### config.mk
export PLATFORM = sky130hd
export DESIGN_NAME = ftd_queue
export DESIGN_NICKNAME = d
export VERILOG_FILES = /design/src/sv/ftd_pkg.sv /design/src/sv/ftd_queue.sv
export VERILOG_INCLUDE_DIRS = /design/src /design/src/sv
export SDC_FILE = /design/constraint.sdc
export NUM_CORES = 1
export LEC_CHECK = 0
export ABC_AREA = 1
export BUFFER_PORTS_ARGS = -buffer_cell sky130_fd_sc_hd__buf_2
export CAP_MARGIN = 20
export CORE_AREA = 2 2 167 169
export DETAILED_ROUTE_END_ITERATION = 12
export DIE_AREA = 0 0 169 171
export GPL_TIMING_DRIVEN = 0
export PLACE_DENSITY = 0.49
export SYNTH_ARGS = -nofsm -noshare
export SYNTH_HDL_FRONTEND = slang
export SYNTH_SLANG_ARGS = --single-unit
### constraint.sdc
create_clock -name clk -period 6.05 [get_ports clk]
set_input_delay 0.9075 -clock clk [delete_from_list [all_inputs] [get_ports clk]]
set_output_delay 0.9075 -clock clk [all_outputs]
set_load 0.02 [all_outputs]
### src/sv/fourier_torsion_derivative_assert.svh
// Assertion macros shared by the torsion derivative modules
`ifndef FOURIER_TORSION_DERIVATIVE_ASSERT_SVH
`define FOURIER_TORSION_DERIVATIVE_ASSERT_SVH

// implication checked on every rising clock edge outside reset
`define FTD_ASSERT_IMP(label, clk, rst_n, ante, cons, msg) \
    label: assert property (@(posedge clk) disable iff (!rst_n) (ante) |-> (cons)) \
        else $error(msg);

// next-cycle implication checked outside reset
`define FTD_ASSERT_NXT(label, clk, rst_n, ante, cons, msg) \
    label: assert property (@(posedge clk) disable iff (!rst_n) (ante) |=> (cons)) \
        else $error(msg);

`endif

### src/sv/ftd_pkg.sv
// Package: payload types, constants and the CORDIC arctangent table
package ftd_pkg;

    typedef struct packed {
        logic [15:0]        angle;
        logic [15:0]        phase;
        logic signed [31:0] amplitude;
        logic [3:0]         multiplicity;
        logic               last_term;
        logic               last_coord;
    } in_item_t;

    typedef struct packed {
        logic signed [47:0] value;
        logic [15:0]        coord_index;
        logic               last;
    } out_item_t;

    // transaction handed from front to back part
    typedef struct packed {
        logic signed [31:0] cs;
        logic signed [31:0] sn;
        logic signed [31:0] amplitude;
        logic [3:0]         multiplicity;
        logic               last_term;
        logic               last_coord;
    } work_t;

    typedef enum logic [1:0] {
        ORD_ENERGY = 2'd0,
        ORD_GRAD   = 2'd1,
        ORD_HESS   = 2'd2,
        ORD_HESS3  = 2'd3
    } order_t;

    localparam logic signed [31:0] GAIN_INV = 32'sh26DD3B6A;
    localparam logic signed [31:0] ONE_Q30  = 32'sh40000000;
    localparam logic signed [47:0] SUM_MAX  = 48'sh7FFFFFFFFFFF;
    localparam logic signed [47:0] SUM_MIN  = 48'sh800000000000;

    function automatic logic [31:0] atan_turn(input logic [4:0] i);
        logic [31:0] r;
        begin
            unique case (i)
                5'd0:  r = 32'h20000000;
                5'd1:  r = 32'h12E4051E;
                5'd2:  r = 32'h09FB385B;
                5'd3:  r = 32'h051111D4;
                5'd4:  r = 32'h028B0D43;
                5'd5:  r = 32'h0145D7E1;
                5'd6:  r = 32'h00A2F61E;
                5'd7:  r = 32'h00517C55;
                5'd8:  r = 32'h0028BE53;
                5'd9:  r = 32'h00145F2F;
                5'd10: r = 32'h000A2F98;
                5'd11: r = 32'h000517CC;
                5'd12: r = 32'h00028BE6;
                5'd13: r = 32'h000145F3;
                5'd14: r = 32'h0000A2FA;
                5'd15: r = 32'h0000517D;
                5'd16: r = 32'h000028BE;
                5'd17: r = 32'h0000145F;
                5'd18: r = 32'h00000A30;
                5'd19: r = 32'h00000518;
                5'd20: r = 32'h0000028C;
                5'd21: r = 32'h00000146;
                5'd22: r = 32'h000000A3;
                5'd23: r = 32'h00000051;
                default: r = 32'h0;
            endcase
            return r;
        end
    endfunction

endpackage

### src/sv/ftd_queue.sv
// Two-entry queue between front and back parts
module ftd_queue (
    input  logic           clk,
    input  logic           rst_n,
    input  ftd_pkg::work_t wr_data,
    input  logic           wr_en,
    output logic           full,
    output ftd_pkg::work_t rd_data,
    output logic           rd_valid,
    input  logic           rd_en
);
    ftd_pkg::work_t mem_reg [2];
    logic           wp_reg, rp_reg;
    logic [1:0]     cnt_reg;

    assign full     = (cnt_reg == 2'd2);
    assign rd_valid = (cnt_reg != 2'd0);
    assign rd_data  = mem_reg[rp_reg];

    always_ff @(posedge clk)
    begin
        if (wr_en)
            mem_reg[wp_reg] <= wr_data;
    end

    always_ff @(posedge clk or negedge rst_n)
    begin
        if (!rst_n)
        begin
            wp_reg  <= 1'b0;
            rp_reg  <= 1'b0;
            cnt_reg <= 2'd0;
        end
        else
        begin
            if (wr_en)
                wp_reg <= ~wp_reg;
            if (rd_en)
                rp_reg <= ~rp_reg;
            cnt_reg <= cnt_reg + 2'(wr_en) - 2'(rd_en);
        end
    end

    `include "fourier_torsion_derivative_assert.svh"
    `FTD_ASSERT_IMP(a_no_ovf, clk, rst_n, wr_en, !full, "queue overflow")
    `FTD_ASSERT_IMP(a_no_udf, clk, rst_n, rd_en, rd_valid, "queue underflow")
    `FTD_ASSERT_IMP(a_cnt, clk, rst_n, 1'b1, cnt_reg <= 2'd2, "count range")
endmodule

==> results.tsv <==
metric	value	unit
Post-DRT Antenna Nets	0	
Critical Path Source Type	register	
H-tree depth	1	
TritonRoute pass-1 iters	4	
Power per Cell Area	500	mW/mm2
# Max-Cap Violations	0	
max incr delay on CP	0.40	ns
Leak Pwr	0.00436	uW
first-pass GRT wire length	26000	um
Placer Congestion	0.701	
Post-CTS Resized	0	
slowest CP cell	clkbuf_1	
Vias	4731	
Skew-Pair Late Insertion Delay	0.51	ns
Routed WL	17300	um
clock tree buffer depth	3	
Sink Count	208	
final hold vios	0	
Post-Place Worst Slack	3.63	ns
post-synthesis sequential area ratio	0.777	
drt initial violations	186	
worst hold path class	in2async	
Peak VDD IR	0.000231	V
residual DRC count	0	
Setup-failing EPs final	0	
Max FO, Critical Path	10	
fmax	0.373	GHz
Design Power	5150	uW
Final min period	2.68	ns
DIE WIDTH	169	um
share of layout cells above drive strength 1	0.385	
fin crit share	0.443	
worst hold margin	0.194	ns
area of the core	0.0273	mm2
CTS clk-pin slew, worst paths	0.05	ns
Required @ worst endpoint	5.14	ns
Final Max Slew Viols	0	
Crit. End Element	output pin	
measured slew at the worst slew-check pin	0.600	ns
syn_area_per_cell	14.4	um2
Final #Nets	905	
vias in the first global route	4634	
antenna violations before repair	1	
IO buf count	209	
fillcell total	2696	
Synth Warn #	0	
Post-Syn Instances	558	
Clock Tree Root	clkbuf_16	
arrival time worst endpoint	1.77	ns
# hold bufs at CTS	0	
FF+latch count, synth	208	
Layout area overhead	28.6	%
Max Clock Skew	0.0177	ns
synthesized cell area	0.00801	mm2
Vias per Instance	4.09	
Antenna diodes	0	
die area	0.0289	mm2
num rows	61	
largest net degree at the start of global routing	73	
post-DP HPWL	11600	um
Avg WL per Cell	14.9	um
dpl cell area	0.00962	mm2
Worst slew margin	0.599	
height of the die	171	um
critical-path cell list	buf_6, clkbuf_1, o21ai_0, buf_2	
IO Count	210	
Synth cell types	16	
Crit Path Class	reg2out	
RSZ-0062 raised after global routing	no	
global route overflow	0	
post-route cell area	0.0103	mm2
Post-CTS Setup Bufs	0	
CTS tree	yes	
final worst slack	3.37	ns
run status	completed	
number of flip-flops in the largest register	204	
net count after synthesis	666	
Initial Util	0.293	
CTS Buf Count	23	
overall global routing resource usage	0.117	
==> report_power, final <==
part           internal, uW  switching [uW]  total (uW)
logic                   622            1310        1930
clock network           735             518        1250
registers              1910            57.0        1970
total                  3270            1890        5150
==> synth_stat cells <==
master / n / area share
inv_1: 109 / 0.051
dfrtp_1: 4 / 0.012
o21ai_2: 50 / 0.055
o21ai_1: 9 / 0.0056
nand2_1: 109 / 0.051
clkbuf_1: 4 / 0.0019
buf_4: 4 / 0.0037
xor2_1: 2 / 0.0022
buf_6: 13 / 0.018
nor2_1: 2 / 0.00094
buf_2: 1 / 0.00062
edfxtp_1: 204 / 0.76
o21ai_0: 43 / 0.027
ha_1: 2 / 0.0031
buf_8: 1 / 0.0019
nand3_1: 1 / 0.00062
==> final cells by class <==
type                    instances  area (um2)  area share
plain buffers                  23         211      0.0205
clock buffers                  35         651      0.0632
clock inverters                 5        25.0     0.00243
inverters                     109         414      0.0402
multi-input cells             218        1170       0.114
flip-flops and latches        208        6230       0.605
well taps                     346         433      0.0420
repair buffers                214        1170       0.113
==> routing by layer <==
layer / global-route usage / wire, um / vias up
met5: 0 / 13 / -
met4: 0.0301 / 274 / 2
met3: 0.0393 / 1370 / 25
met2: 0.198 / 8340 / 134
met1: 0.144 / 7300 / 2196
li1: - / - / 2374
==> stage by stage <==
stage | instances | utilization | setup TNS (ns)
6_report | 1158 | 0.377 | 0
2_1_floorplan | 558 | - | 0
3_5_place_dp | 1118 | 0.352 | 0
3_3_place_gp | 1113 | 0.347 | -313.62
5_1_grt | 1158 | 0.377 | 0
4_1_cts | 1158 | 0.377 | 0
==> cell families (layout without fill, tap and decap cells) <==
kind of cell             after synthesis  in the layout  share of synthesized area
AO/OA/AOI/OAI                        102            102                     0.0872
XOR/XNOR                               2              2                    0.00219
adder cells (fa/ha/maj)                2              2                    0.00312
buffers and inverters                132            386                     0.0775
flip-flops                           208            208                      0.777
AND/OR/NAND/NOR                      112            112                     0.0526
==> worst paths after layout <==
check	startpoint	end	slack, ns	cells after the start
setup / recovery	rp_reg$_DFFE_PN0P_	rd_data[12]	3.37	4
hold / removal	rst_n	cnt_reg[0]$_DFF_PN0_	0.19	1
setup reg to reg	wp_reg$_DFFE_PN0P_	mem_reg[0][55]$_DFFE_PP_	4.32	3
hold reg to reg	wp_reg$_DFFE_PN0P_	wp_reg$_DFFE_PN0P_	0.55	1
max in group asynchronous	rst_n	rp_reg$_DFFE_PN0P_	5.74	1
min in group clk	wp_reg$_DFFE_PN0P_	wp_reg$_DFFE_PN0P_	0.55	1
==> worst max-delay path: cells and delay by family (launching register included) <==
kind / cells / cell delay (ns)
buf+inv: 3 / 0.74
compound gates: 1 / 0.19
flops: 1 / 0.34
==> cells in the final DEF (no fill, tap or decap), types with 3 or more instances in the layout <==
cell type	netlist	final
buf_2	1	210
clkbuf_1	4	13
nand2_1	109	109
clkbuf_16	0	23
o21ai_1	9	9
buf_6	13	13
o21ai_2	50	50
dfrtp_1	4	4
clkbuf_8	0	3
inv_1	109	108
clkinv_1	0	3
buf_16	0	3
buf_4	4	4
o21ai_0	43	43
edfxtp_1	204	204
No activity file was read; power rests on OpenSTA's default activity.
