File: src/sv/fourier_torsion_derivative_assert.svh
// Assertion macros shared by the torsion derivative modules
`ifndef FOURIER_TORSION_DERIVATIVE_ASSERT_SVH
`define FOURIER_TORSION_DERIVATIVE_ASSERT_SVH

// implication checked on every rising clock edge outside reset
`define FTD_ASSERT_IMP(label, clk, rst_n, ante, cons, msg) \
    label: assert property (@(posedge clk) disable iff (!rst_n) (ante) |-> (cons)) \
        else $error(msg);

// next-cycle implication checked outside reset
`define FTD_ASSERT_NXT(label, clk, rst_n, ante, cons, msg) \
    label: assert property (@(posedge clk) disable iff (!rst_n) (ante) |=> (cons)) \
        else $error(msg);

`endif

File: src/sv/ftd_pkg.sv
// Package: payload types, constants and the CORDIC arctangent table
package ftd_pkg;

    typedef struct packed {
        logic [15:0]        angle;
        logic [15:0]        phase;
        logic signed [31:0] amplitude;
        logic [3:0]         multiplicity;
        logic               last_term;
        logic               last_coord;
    } in_item_t;

    typedef struct packed {
        logic signed [47:0] value;
        logic [15:0]        coord_index;
        logic               last;
    } out_item_t;

    // transaction handed from front to back part
    typedef struct packed {
        logic signed [31:0] cs;
        logic signed [31:0] sn;
        logic signed [31:0] amplitude;
        logic [3:0]         multiplicity;
        logic               last_term;
        logic               last_coord;
    } work_t;

    typedef enum logic [1:0] {
        ORD_ENERGY = 2'd0,
        ORD_GRAD   = 2'd1,
        ORD_HESS   = 2'd2,
        ORD_HESS3  = 2'd3
    } order_t;

    localparam logic signed [31:0] GAIN_INV = 32'sh26DD3B6A;
    localparam logic signed [31:0] ONE_Q30  = 32'sh40000000;
    localparam logic signed [47:0] SUM_MAX  = 48'sh7FFFFFFFFFFF;
    localparam logic signed [47:0] SUM_MIN  = 48'sh800000000000;

    function automatic logic [31:0] atan_turn(input logic [4:0] i);
        logic [31:0] r;
        begin
            unique case (i)
                5'd0:  r = 32'h20000000;
                5'd1:  r = 32'h12E4051E;
                5'd2:  r = 32'h09FB385B;
                5'd3:  r = 32'h051111D4;
                5'd4:  r = 32'h028B0D43;
                5'd5:  r = 32'h0145D7E1;
                5'd6:  r = 32'h00A2F61E;
                5'd7:  r = 32'h00517C55;
                5'd8:  r = 32'h0028BE53;
                5'd9:  r = 32'h00145F2F;
                5'd10: r = 32'h000A2F98;
                5'd11: r = 32'h000517CC;
                5'd12: r = 32'h00028BE6;
                5'd13: r = 32'h000145F3;
                5'd14: r = 32'h0000A2FA;
                5'd15: r = 32'h0000517D;
                5'd16: r = 32'h000028BE;
                5'd17: r = 32'h0000145F;
                5'd18: r = 32'h00000A30;
                5'd19: r = 32'h00000518;
                5'd20: r = 32'h0000028C;
                5'd21: r = 32'h00000146;
                5'd22: r = 32'h000000A3;
                5'd23: r = 32'h00000051;
                default: r = 32'h0;
            endcase
            return r;
        end
    endfunction

endpackage

File: src/sv/ftd_back.sv
// Back part: product, term scaling, saturating sum and result register
module ftd_back (
    input  logic              clk,
    input  logic              rst_n,
    input  logic [1:0]        order,
    input  ftd_pkg::work_t    wk,
    input  logic              wk_valid,
    output logic              wk_take,
    output ftd_pkg::out_item_t res,
    output logic              res_valid,
    input  logic              res_stall
);
    // phase 0 idle, 1 product registered, 2 term registered
    logic               p1_reg, p2_reg;
    logic signed [63:0] prod_reg;
    ftd_pkg::work_t     w_reg;
    logic signed [49:0] term_reg;
    logic signed [47:0] sum_reg;
    logic [15:0]        cnt_reg;
    logic               ov_reg;
    ftd_pkg::out_item_t out_reg;

    logic               hess;
    logic               emit;
    logic signed [31:0] trig;
    logic signed [33:0] p;
    logic [7:0]         nn;
    logic signed [49:0] term_c;
    logic signed [49:0] s;
    logic signed [47:0] sum_n;

    assign hess     = (order == ftd_pkg::ORD_HESS) || (order == ftd_pkg::ORD_HESS3);
    assign wk_take  = wk_valid && !p1_reg && !p2_reg && !(ov_reg && res_stall);
    assign trig     = (order == ftd_pkg::ORD_GRAD) ? wk.sn : wk.cs;

    // energy closes only on the last coordinate, derivatives on every last term
    assign emit = p2_reg && w_reg.last_term &&
                  ((order != ftd_pkg::ORD_ENERGY) || w_reg.last_coord);

    always_comb
    begin
        p  = 34'((prod_reg + 64'sd536870912) >>> 30);
        nn = hess ? 8'(w_reg.multiplicity) * 8'(w_reg.multiplicity)
                  : 8'(w_reg.multiplicity);
        if (order == ftd_pkg::ORD_ENERGY)
            term_c = (w_reg.multiplicity == 4'd0) ? 50'(w_reg.amplitude)
                     : 50'(w_reg.amplitude) + 50'(p);
        else
            term_c = -(50'(p) * $signed({1'b0, 8'(nn)}));
        s     = 50'(sum_reg) + term_reg;
        sum_n = (s > 50'(ftd_pkg::SUM_MAX)) ? ftd_pkg::SUM_MAX
              : ((s < 50'(ftd_pkg::SUM_MIN)) ? ftd_pkg::SUM_MIN : 48'(s));
    end

    always_ff @(posedge clk)
    begin
        if (wk_take)
        begin
            prod_reg <= 64'(wk.amplitude) * 64'(trig);
            w_reg    <= wk;
        end
        if (p1_reg)
            term_reg <= term_c;
    end

    // accumulate and emit
    always_ff @(posedge clk or negedge rst_n)
    begin
        if (!rst_n)
        begin
            p1_reg  <= 1'b0;
            p2_reg  <= 1'b0;
            sum_reg <= '0;
            cnt_reg <= '0;
            ov_reg  <= 1'b0;
            out_reg <= '0;
        end
        else
        begin
            p1_reg <= wk_take;
            p2_reg <= p1_reg;
            if (emit)
                ov_reg <= 1'b1;
            else if (ov_reg && !res_stall)
                ov_reg <= 1'b0;
            if (p2_reg)
            begin
                if (emit)
                begin
                    out_reg <= '{value: sum_n,
                                 coord_index: (order == ftd_pkg::ORD_ENERGY) ? 16'd0 : cnt_reg,
                                 last: w_reg.last_coord};
                    sum_reg <= '0;
                    cnt_reg <= w_reg.last_coord ? 16'd0 : cnt_reg + 16'd1;
                end
                else
                begin
                    sum_reg <= sum_n;
                    if (w_reg.last_term)
                        cnt_reg <= cnt_reg + 16'd1;
                end
            end
        end
    end

    assign res       = out_reg;
    assign res_valid = ov_reg;

    `include "fourier_torsion_derivative_assert.svh"
    `FTD_ASSERT_IMP(a_one_phase, clk, rst_n, 1'b1, !(p1_reg && p2_reg), "overlap")
    `FTD_ASSERT_NXT(a_hold, clk, rst_n, ov_reg && res_stall, ov_reg && $stable(out_reg),
                    "result lost")
    `FTD_ASSERT_IMP(a_emit_free, clk, rst_n, emit, !ov_reg, "result overwritten")
endmodule

File: config.mk
export PLATFORM = sky130hd
export DESIGN_NAME = ftd_back
export DESIGN_NICKNAME = d
export VERILOG_FILES = /design/src/sv/ftd_pkg.sv /design/src/sv/ftd_back.sv
export VERILOG_INCLUDE_DIRS = /design/src /design/src/sv
export SDC_FILE = /design/constraint.sdc
export NUM_CORES = 2
export LEC_CHECK = 0
export BUFFER_PORTS_ARGS = -buffer_cell sky130_fd_sc_hd__clkbuf_2
export CORE_MARGIN = 8
export CORE_UTILIZATION = 60
export DETAILED_ROUTE_END_ITERATION = 10
export PLACE_DENSITY = 0.77
export SYNTH_ARGS = -nofsm -noshare
export SYNTH_HDL_FRONTEND = slang
export SYNTH_SLANG_ARGS = --single-unit
export TNS_END_PERCENT = 10
File: constraint.sdc
create_clock -name clk -period 12.35 [get_ports clk]
set_input_delay 2.47 -clock clk [delete_from_list [all_inputs] [get_ports clk]]
set_output_delay 2.47 -clock clk [all_outputs]
set_load 0.01 [all_outputs]
==> metrics.txt <==
Synth Area per Inst=just over 9 µm²; Register-to-Register Path Depth=29; Final HPWL DP=between 100000 and 150000 µm; Final period util=between 90 and 100%; Crit Path Class=in -> reg; routed vias=~45000; post-CTS setup buffer count=0; I/O pins=~180; critical path endpoint category=register; Hold Crit Depth=2; start point of the critical path=order[0]; remaining routing DRC violations=0; Synth top area share=between 40% and 50%; Worst Path Arrival=around 12 ns; Port Buf Inserts=174; max cap viols=0; filler cell count=between 8000 and 9000; vias in the first global route=49147; worst slew pin tran=between 1 and 1.5 ns; detailed-route wire length=around 160000 µm; grt met1 use=between 30% and 40%; asr flop ratio synth=about half; initial antenna violation count=9; cell mode on critical path=fa_1; final setup TNS=0 ns; most frequent cells in the layout=inv_1 (1423), fa_1 (1300), nand2_1 (750); GR Overflow Total=0; vias per cell=about 5.7; Iter 0 DRT Violations=between 3000 and 4000; HP Class=reg -> reg; largest net degree at the start of global routing=around 110; post-CTS sizing=0; Crit path required time=between 10 and 15 ns; routed wire length per instance=a little over 20 µm; Area Growth Syn to Fin=4.78%; Syn Nets=8380; Chip Height=between 300 and 400 µm; critical path launch point type=input port; Synth Warn #=0; # nets final=roughly 8300; Initial Utilization=60.2%; max reg flops=65; row count=117; CTS Hold Bufs=0; post-synthesis cell area=slightly above 60000 µm²; maximum clock path buffer count=3; router iterations before antenna repair=6; #FFs+latches synth=between 200 and 300; CTS tree=built; Synth Instances=approximately 6600; crit-path max FO=32; synth top area cells=fa_1 (43%), inv_1 (8.8%), ha_1 (8.2%), edfxtp_1 (6.1%), dfrtp_1 (5.4%); fraction of layout cells with a size suffix above 1=approximately 5.6%; Reg-to-Reg End=term_reg[45]; min cycle time layout=roughly 11 ns; reg-to-reg slack, setup=around 3.7 ns; leading register cell type out of synthesis=dfrtp_1; final slew viol count=0; commonest non-fill, non-tap cell in the layout=inv_1; origin of the critical flop-to-flop path=w_reg[4]; unrepaired setup endpoints after global routing=false; Synth cell types=80; Worst Hold End=res[64]; dominant cell type by area after synthesis=fa_1; GP Congestion=approximately 0.94; CTS Buf Count=27; global-route wire length before repair=about 260000 µm; outcome=finished clean; Final Skew=~0.013 ns; hold_sp=res[64]; fmax=89.1 MHz; DIE AREA=112000 µm²; final-report hold violation count=0; Tot GR Track Use=between 20 and 30%; grt peak-use layer=met2; slowest CP cell=mux2_2; remaining antenna violation count=0; Final Setup Violations=0; Core Region=slightly above 100000 µm²; clk_lat worst skew=between 0.5 and 0.6 ns; worst rel slew slack=between 10% and 20%; sequential-to-total area share from yosys stat=a little under an eighth; met2 Use GR=between 40% and 50%; CP max stage delay=around 0.65 ns; clk slew on worst S/H paths=~0.06 ns; Horiz. Die Dim=between 300 and 400 µm; CTS H-tree depth=1; EDFF count, synth=123; clock sink count=approximately 260; Clk Tree Root Cell=clkbuf_16; GRT met3 Usage=under 10%
-- worst max-delay path by stage --
stage | endpoint | slack (ns) | cells after the start
final | prod_reg[63] | 1.13 | 30
after global routing | prod_reg[63] | 0.57 | 30
after CTS | prod_reg[63] | 1.05 | 30
after detailed placement | prod_reg[63] | 0.46 | 30
after global placement | prod_reg[63] | 0.76 | 30
after floorplan | prod_reg[63] | 1.30 | 30
-- per-layer routing --
layer	vias up	routed length (µm)
met5	-	53
met4	8	5590
met3	371	16000
met2	1987	73600
met1	22872	65600
li1	20029	-
-- area by class of cell --
| cell class | instances | area [µm²] | area share [%] |
|---|---|---|---|
| Clock inverter | 10 | 67.6 | 0.106 |
| Timing Repair Buffer | 249 | 1470 | 2.29 |
| Sequential cell | 255 | 7000 | 11.0 |
| Tap cell | 1368 | 1710 | 2.68 |
| Clock buffer | 36 | 796 | 1.25 |
| Inverter | 1423 | 5340 | 8.36 |
| Multi-Input combinational cell | 4582 | 47500 | 74.4 |
| Antenna cell | 3 | 7.51 | 0.0117 |
-- cell families after synthesis --
group | count (synthesis) | share of synthesized area (%)
adders and majority gates | 1701 | 50.9
buffers and inverters | 1734 | 10.8
xor gates and xnor gates | 206 | 2.97
DFF | 255 | 11.5
AOI/OAI and AO/OA | 792 | 8.62
muxes | 40 | 0.722
and+or+nand+nor | 1843 | 14.5
-- metrics by stage --
| step | instance area [µm²] | worst slack, ns | util [%] | std cells | hold slack (ns) |
|---|---|---|---|---|---|
| after floorplan | 61000 | 1.30 | - | 6571 | 0.483 |
| after detailed placement | 63000 | 0.457 | 62.2 | 7877 | 0.478 |
| after CTS | 63900 | 1.05 | 63.1 | 7923 | 0.492 |
| after global placement | 63000 | 0.759 | 62.2 | 7877 | 0.466 |
| final | 63900 | 1.13 | 63.1 | 7926 | 0.487 |
| after global routing | 63900 | 0.568 | 63.1 | 7923 | 0.514 |
-- critical path: cells and delay by family --
family	cells	cell delay (ns)
fa+ha+maj	9	4.73
compound gates	8	1.67
buf+inv	9	1.35
mux	1	0.65
simple gates	2	0.43
xor+xnor	1	0.14
-- synth_stat cells, types with 89 or more instances --
master	n
a21o_1	107
a21oi_1	229
and2_1	463
clkbuf_1	273
dfrtp_1	132
edfxtp_1	123
fa_1	1300
ha_1	401
inv_1	1423
nand2_1	750
nor2_1	299
nor2b_1	89
o21ai_0	125
xnor2_1	121
Power is not shown: default switching activity piles up to over one toggle a cycle in this logic, so the estimate is an artifact.
