===== src/sv/fourier_torsion_derivative_assert.svh =====
// Assertion macros shared by the torsion derivative modules
`ifndef FOURIER_TORSION_DERIVATIVE_ASSERT_SVH
`define FOURIER_TORSION_DERIVATIVE_ASSERT_SVH

// implication checked on every rising clock edge outside reset
`define FTD_ASSERT_IMP(label, clk, rst_n, ante, cons, msg) \
    label: assert property (@(posedge clk) disable iff (!rst_n) (ante) |-> (cons)) \
        else $error(msg);

// next-cycle implication checked outside reset
`define FTD_ASSERT_NXT(label, clk, rst_n, ante, cons, msg) \
    label: assert property (@(posedge clk) disable iff (!rst_n) (ante) |=> (cons)) \
        else $error(msg);

`endif


===== src/sv/ftd_pkg.sv =====
// Package: payload types, constants and the CORDIC arctangent table
package ftd_pkg;

    typedef struct packed {
        logic [15:0]        angle;
        logic [15:0]        phase;
        logic signed [31:0] amplitude;
        logic [3:0]         multiplicity;
        logic               last_term;
        logic               last_coord;
    } in_item_t;

    typedef struct packed {
        logic signed [47:0] value;
        logic [15:0]        coord_index;
        logic               last;
    } out_item_t;

    // transaction handed from front to back part
    typedef struct packed {
        logic signed [31:0] cs;
        logic signed [31:0] sn;
        logic signed [31:0] amplitude;
        logic [3:0]         multiplicity;
        logic               last_term;
        logic               last_coord;
    } work_t;

    typedef enum logic [1:0] {
        ORD_ENERGY = 2'd0,
        ORD_GRAD   = 2'd1,
        ORD_HESS   = 2'd2,
        ORD_HESS3  = 2'd3
    } order_t;

    localparam logic signed [31:0] GAIN_INV = 32'sh26DD3B6A;
    localparam logic signed [31:0] ONE_Q30  = 32'sh40000000;
    localparam logic signed [47:0] SUM_MAX  = 48'sh7FFFFFFFFFFF;
    localparam logic signed [47:0] SUM_MIN  = 48'sh800000000000;

    function automatic logic [31:0] atan_turn(input logic [4:0] i);
        logic [31:0] r;
        begin
            unique case (i)
                5'd0:  r = 32'h20000000;
                5'd1:  r = 32'h12E4051E;
                5'd2:  r = 32'h09FB385B;
                5'd3:  r = 32'h051111D4;
                5'd4:  r = 32'h028B0D43;
                5'd5:  r = 32'h0145D7E1;
                5'd6:  r = 32'h00A2F61E;
                5'd7:  r = 32'h00517C55;
                5'd8:  r = 32'h0028BE53;
                5'd9:  r = 32'h00145F2F;
                5'd10: r = 32'h000A2F98;
                5'd11: r = 32'h000517CC;
                5'd12: r = 32'h00028BE6;
                5'd13: r = 32'h000145F3;
                5'd14: r = 32'h0000A2FA;
                5'd15: r = 32'h0000517D;
                5'd16: r = 32'h000028BE;
                5'd17: r = 32'h0000145F;
                5'd18: r = 32'h00000A30;
                5'd19: r = 32'h00000518;
                5'd20: r = 32'h0000028C;
                5'd21: r = 32'h00000146;
                5'd22: r = 32'h000000A3;
                5'd23: r = 32'h00000051;
                default: r = 32'h0;
            endcase
            return r;
        end
    endfunction

endpackage


===== src/sv/ftd_front.sv =====
// Front part: argument forming and iterative CORDIC, one step per cycle
module ftd_front #(
    parameter int ANGLE_BITS = 16
) (
    input  logic             clk,
    input  logic             rst_n,
    input  ftd_pkg::in_item_t in_item,
    input  logic             in_valid,
    output logic             in_stall,
    output ftd_pkg::work_t   wk,
    output logic             wk_valid,
    input  logic             wk_full
);
    localparam int NSTEP = (ANGLE_BITS < 24) ? ANGLE_BITS : 24;
    localparam logic [4:0] LAST_STEP = 5'(NSTEP - 1);
    localparam logic [31:0] KEEP = ~((32'd1 << (32 - ANGLE_BITS)) - 32'd1);

    logic               busy_reg, busy_next;
    logic               done_reg, done_next;
    logic [4:0]         step_reg, step_next;
    logic signed [33:0] x_reg, x_next, y_reg, y_next;
    logic signed [32:0] z_reg, z_next;
    logic [1:0]         q_reg, q_next;
    ftd_pkg::in_item_t  it_reg, it_next;

    logic [15:0]        arg;
    logic [31:0]        theta, r;
    logic [1:0]         q;
    logic signed [33:0] xs, ys, cs0, sn0, cs1, sn1;
    logic signed [33:0] lim;
    logic               take;

    assign in_stall = busy_reg || done_reg;
    assign take     = in_valid && !in_stall;
    assign lim      = 34'(ftd_pkg::ONE_Q30);

    // fold the argument into a quadrant and a residual angle
    always_comb
    begin
        arg   = 16'(20'(in_item.multiplicity) * 20'(in_item.angle)) - in_item.phase;
        theta = {arg, 16'h0} & KEEP;
        q     = 2'((theta + 32'h20000000) >> 30);
        r     = theta - {q, 30'h0};
    end

    always_comb
    begin
        xs = x_reg >>> step_reg;
        ys = y_reg >>> step_reg;
        unique case (q_reg)
            2'd0: begin cs0 = x_reg;  sn0 = y_reg;  end
            2'd1: begin cs0 = -y_reg; sn0 = x_reg;  end
            2'd2: begin cs0 = -x_reg; sn0 = -y_reg; end
            default: begin cs0 = y_reg; sn0 = -x_reg; end
        endcase
        cs1 = (cs0 > lim) ? lim : ((cs0 < -lim) ? -lim : cs0);
        sn1 = (sn0 > lim) ? lim : ((sn0 < -lim) ? -lim : sn0);
    end

    always_comb
    begin
        busy_next = busy_reg;
        done_next = done_reg;
        step_next = step_reg;
        x_next    = x_reg;
        y_next    = y_reg;
        z_next    = z_reg;
        q_next    = q_reg;
        it_next   = it_reg;
        if (take)
        begin
            busy_next = 1'b1;
            step_next = 5'd0;
            x_next    = 34'(ftd_pkg::GAIN_INV);
            y_next    = '0;
            z_next    = 33'($signed(r));
            q_next    = q;
            it_next   = in_item;
        end
        else if (busy_reg)
        begin
            if (!z_reg[32])
            begin
                x_next = x_reg - ys;
                y_next = y_reg + xs;
                z_next = z_reg - $signed({1'b0, ftd_pkg::atan_turn(step_reg)});
            end
            else
            begin
                x_next = x_reg + ys;
                y_next = y_reg - xs;
                z_next = z_reg + $signed({1'b0, ftd_pkg::atan_turn(step_reg)});
            end
            step_next = step_reg + 5'd1;
            if (step_reg == LAST_STEP)
            begin
                busy_next = 1'b0;
                done_next = 1'b1;
            end
        end
        else if (done_reg && !wk_full)
            done_next = 1'b0;
    end

    always_ff @(posedge clk or negedge rst_n)
    begin
        if (!rst_n)
        begin
            busy_reg <= 1'b0;
            done_reg <= 1'b0;
        end
        else
        begin
            busy_reg <= busy_next;
            done_reg <= done_next;
        end
    end

    always_ff @(posedge clk)
    begin
        step_reg <= step_next;
        x_reg    <= x_next;
        y_reg    <= y_next;
        z_reg    <= z_next;
        q_reg    <= q_next;
        it_reg   <= it_next;
    end

    assign wk_valid        = done_reg && !wk_full;
    assign wk.cs           = 32'(cs1);
    assign wk.sn           = 32'(sn1);
    assign wk.amplitude    = it_reg.amplitude;
    assign wk.multiplicity = it_reg.multiplicity;
    assign wk.last_term    = it_reg.last_term;
    assign wk.last_coord   = it_reg.last_coord;

    `include "fourier_torsion_derivative_assert.svh"
    `FTD_ASSERT_IMP(a_not_both, clk, rst_n, 1'b1, !(busy_reg && done_reg), "busy and done")
    `FTD_ASSERT_NXT(a_take_busy, clk, rst_n, take, busy_reg, "accept did not start")
    `FTD_ASSERT_IMP(a_step_rng, clk, rst_n, busy_reg, step_reg <= LAST_STEP, "step overrun")
endmodule


===== config.mk =====
export PLATFORM = sky130hd
export DESIGN_NAME = ftd_front
export DESIGN_NICKNAME = d
export VERILOG_FILES = /design/src/sv/ftd_pkg.sv /design/src/sv/ftd_front.sv
export VERILOG_INCLUDE_DIRS = /design/src /design/src/sv
export SDC_FILE = /design/constraint.sdc
export NUM_CORES = 1
export LEC_CHECK = 0
export BUFFER_PORTS_ARGS = -buffer_cell sky130_fd_sc_hd__buf_2
export CAP_MARGIN = 20
export CORE_MARGIN = 4
export CORE_UTILIZATION = 25
export CTS_BUF_LIST = sky130_fd_sc_hd__clkbuf_2 sky130_fd_sc_hd__clkbuf_4 sky130_fd_sc_hd__clkbuf_8
export CTS_CLUSTER_DIAMETER = 80
export DETAILED_ROUTE_END_ITERATION = 6
export GPL_TIMING_DRIVEN = 0
export PLACE_DENSITY = 0.37
export SETUP_SLACK_MARGIN = 0.3
export SLEW_MARGIN = 0
export SYNTH_ARGS = -nofsm -noshare
export SYNTH_HDL_FRONTEND = slang
export SYNTH_SLANG_ARGS = --single-unit

===== constraint.sdc =====
create_clock -name clk -period 10.5 [get_ports clk]
set_input_delay 2.1 -clock clk [delete_from_list [all_inputs] [get_ports clk]]
set_output_delay 2.1 -clock clk [all_outputs]
set_load 0.01 [all_outputs]

==> flow_metrics.env <==
export IMPL_area_growth_pct=12.6
export IMPL_first_global_vias=23959
export IMPL_die_y_um=315
export IMPL_routed_wirelength_um=122000
export IMPL_synth_seq_area_share_pct=18.3
export IMPL_post_synth_top_area_fraction_pct=9.93
export IMPL_cts_resized=0
export IMPL_drive_gt1_share_pct=14.8
export IMPL_hold_path_class="reg2reg"
export IMPL_clk_latency_ns=0.59
export IMPL_die_area_mm2=0.0993
export IMPL_ys_seq_elements=178
export IMPL_synth_area_leaders="mux4_2 (9.9%), edfxtp_1 (9.3%), dfxtp_1 (8.7%)"
export IMPL_cts_root_buf="clkbuf_8"
export IMPL_hpwl_um=99000
export IMPL_grt_usage_pct=24.1
export IMPL_yosysWarnings=0
export IMPL_postCtsSetupBuffers=0
export IMPL_fmax_mhz=115
export IMPL_drtAntennaViolNets=0
export IMPL_syn_nets=3145
export IMPL_rsz0062_at_grt="false"
export IMPL_grt_pass1_wl_um=174000
export IMPL_io_pins=178
export IMPL_tns_ns=0
export IMPL_cap_violations=0
export IMPL_cts_tree="built"
export IMPL_period_share_pct=83.0
export IMPL_antenna_found_initial=3
export IMPL_syn_inst=2897
export IMPL_synth_flop_cell="dfxtp_1"
export IMPL_setup_viol=0
export IMPL_critPathMaxFanout=10
export IMPL_fin_nets=3348
export IMPL_cp_required_ns=10.93
export IMPL_clk_pin_slew_worst_paths_ns=0.13
export IMPL_finalHoldViolations=0
export IMPL_critical_path_arrival_ns=9.15
export IMPL_fin_skew_ns=0.0330
export IMPL_syn_area_mm2=0.0236
export IMPL_maxSlewHeadroom_pct=13.4
export IMPL_viasPerCell=5.50
export IMPL_critPathLaunchType="flip-flop"
export IMPL_async_flop_share_pct=1.12
export IMPL_core_area_mm2=0.0935
export IMPL_drcViolationCount=0
export IMPL_wire_per_inst_um=27.9
export IMPL_fin_crit_ns=8.71
export IMPL_detail_route_first_pass_iterations=6
export IMPL_htree_levels=4
export IMPL_synth_area_per_cell_um2=8.14
export IMPL_cp_end_kind="flip-flop"
export IMPL_cp_common_cell="clkbuf_1"
export IMPL_drtIter0Drc=1956
export IMPL_drv_slew=0
export IMPL_row_count=112
export IMPL_cpMaxStageDelayCell="clkbuf_1"
export IMPL_num_vias=24062
export IMPL_yosysUniqueCellTypes=99
export IMPL_status="finished, final reports clean"
export IMPL_numClockSinks=178
export IMPL_grt_overflow=0
export IMPL_worstMarginPinSlew_ns=1.30
export IMPL_start_util_pct=25.2
export IMPL_synth_area_leader_cell="mux4_2"
export IMPL_critPathMaxStageDelay_ns=0.68
export IMPL_portBuffers=177
export IMPL_cts_hold_buffers_added=0
export IMPL_clock_path_buffers=2
export IMPL_grt_max_degree=43
export IMPL_cts_buffers=17
export IMPL_gp_congestion=1.01
export IMPL_path_class="reg2reg"
export IMPL_synth_edf_count=73
export IMPL_die_x_um=315
cell families (layout without fill, tap and decap cells):
| family | after synthesis | in the layout | synth area share, % |
|---|---|---|---|
| simple gates | 925 | 925 | 19.0 |
| compound gates | 781 | 781 | 20.8 |
| buf+inv | 348 | 564 | 6.36 |
| xor+xnor | 285 | 285 | 10.6 |
| mux | 206 | 206 | 14.4 |
| flops | 178 | 178 | 18.3 |
| fa+ha+maj | 174 | 174 | 10.6 |
| other cells | 0 | 6 | 0 |
metal layers:
metal  vias to the layer above  wire length (um)  track usage [%]
li1                      10904                 -                -
met1                     12010             51000             30.1
met2                       928             56800             39.9
met3                       220              7540             4.36
met4                         0              6790             11.9
met5                         -                 0                0
through the flow:
stage	utilization [%]	setup slack, ns	cell area, um2	cells	hold WS (ns)
after CTS	28.4	2.03	26500	4367	0.600
after floorplan	-	3.34	23600	2897	0.523
final	28.4	1.79	26600	4373	0.603
after detailed placement	28.0	2.05	26100	4335	0.572
after global routing	28.4	1.41	26500	4368	0.682
after global placement	27.8	1.85	26000	4328	0.557
cell usage after synthesis (14+ instances only):
cell / count
nor2_1: 282
nand2_1: 266
a21oi_1: 256
o21ai_0: 173
xnor2_1: 157
clkbuf_1: 132
ha_1: 132
xor2_1: 128
inv_1: 126
mux4_2: 104
dfxtp_1: 103
mux2i_1: 77
nor3_1: 75
edfxtp_1: 73
a21o_1: 61
and2_1: 58
nand3_1: 47
fa_1: 42
a211oi_1: 39
buf_2: 35
a31oi_1: 34
and3_1: 28
nand2b_1: 27
buf_1: 25
o31ai_1: 25
mux2_2: 24
nor2b_1: 23
o21a_1: 23
o22ai_1: 21
o211ai_1: 19
nand4_1: 18
buf_6: 16
or3_1: 16
nor4_1: 15
or2_2: 14
critical path, delay by kind of cell (launching register included):
kind                       cells  cell delay [ns]
and+or+nand+nor               10             2.43
AOI/OAI and AO/OA              5             1.46
xor gates and xnor gates       2             0.40
buffers and inverters          6             3.18
muxes                          1             0.16
adders and majority gates      2             0.52
DFF                            1             0.35
final cells by class:
class                      instances  area [um2]
multi-input combinational       2371       17800
antenna                            6        15.0
clock buffer                      17         234
fill                           10281       66900
timing repair buffer             184         990
inverter                         132         495
clock inverter                    15         165
sequential                       178        4300
buffer                           216        1010
tap                             1254        1570
cells in the final DEF (no fill, tap or decap), drive strengths merged, types with 28 or more instances in the layout:
master,netlist,layout
nor2,284,284
buf,84,268
nand2,266,266
a21oi,256,256
o21ai,174,174
xnor2,157,157
clkbuf,132,149
inv,129,137
ha,132,132
xor2,128,128
mux4,104,104
dfxtp,103,103
nor3,80,80
mux2i,78,78
edfxtp,73,73
a21o,61,61
and2,59,59
nand3,47,47
fa,42,42
a211oi,42,42
a31oi,35,35
and3,28,28
final timing paths:
kind / start / to / slack [ns] / cells past startpoint
worst min-delay path: done_reg / done_reg / 0.60 / 2
worst max-delay path: step_reg[4] / x_reg[33] / 1.79 / 26
worst min register to register: done_reg / done_reg / 0.60 / 2
min in group asynchronous: rst_n / done_reg / 1.28 / 1
worst max register to register: step_reg[4] / x_reg[33] / 1.79 / 26
max in group asynchronous: rst_n / busy_reg / 9.13 / 1
Power is left out: the tool's default activity adds up to more than one toggle a clock period on the data nets, which glitch-free logic cannot reach.
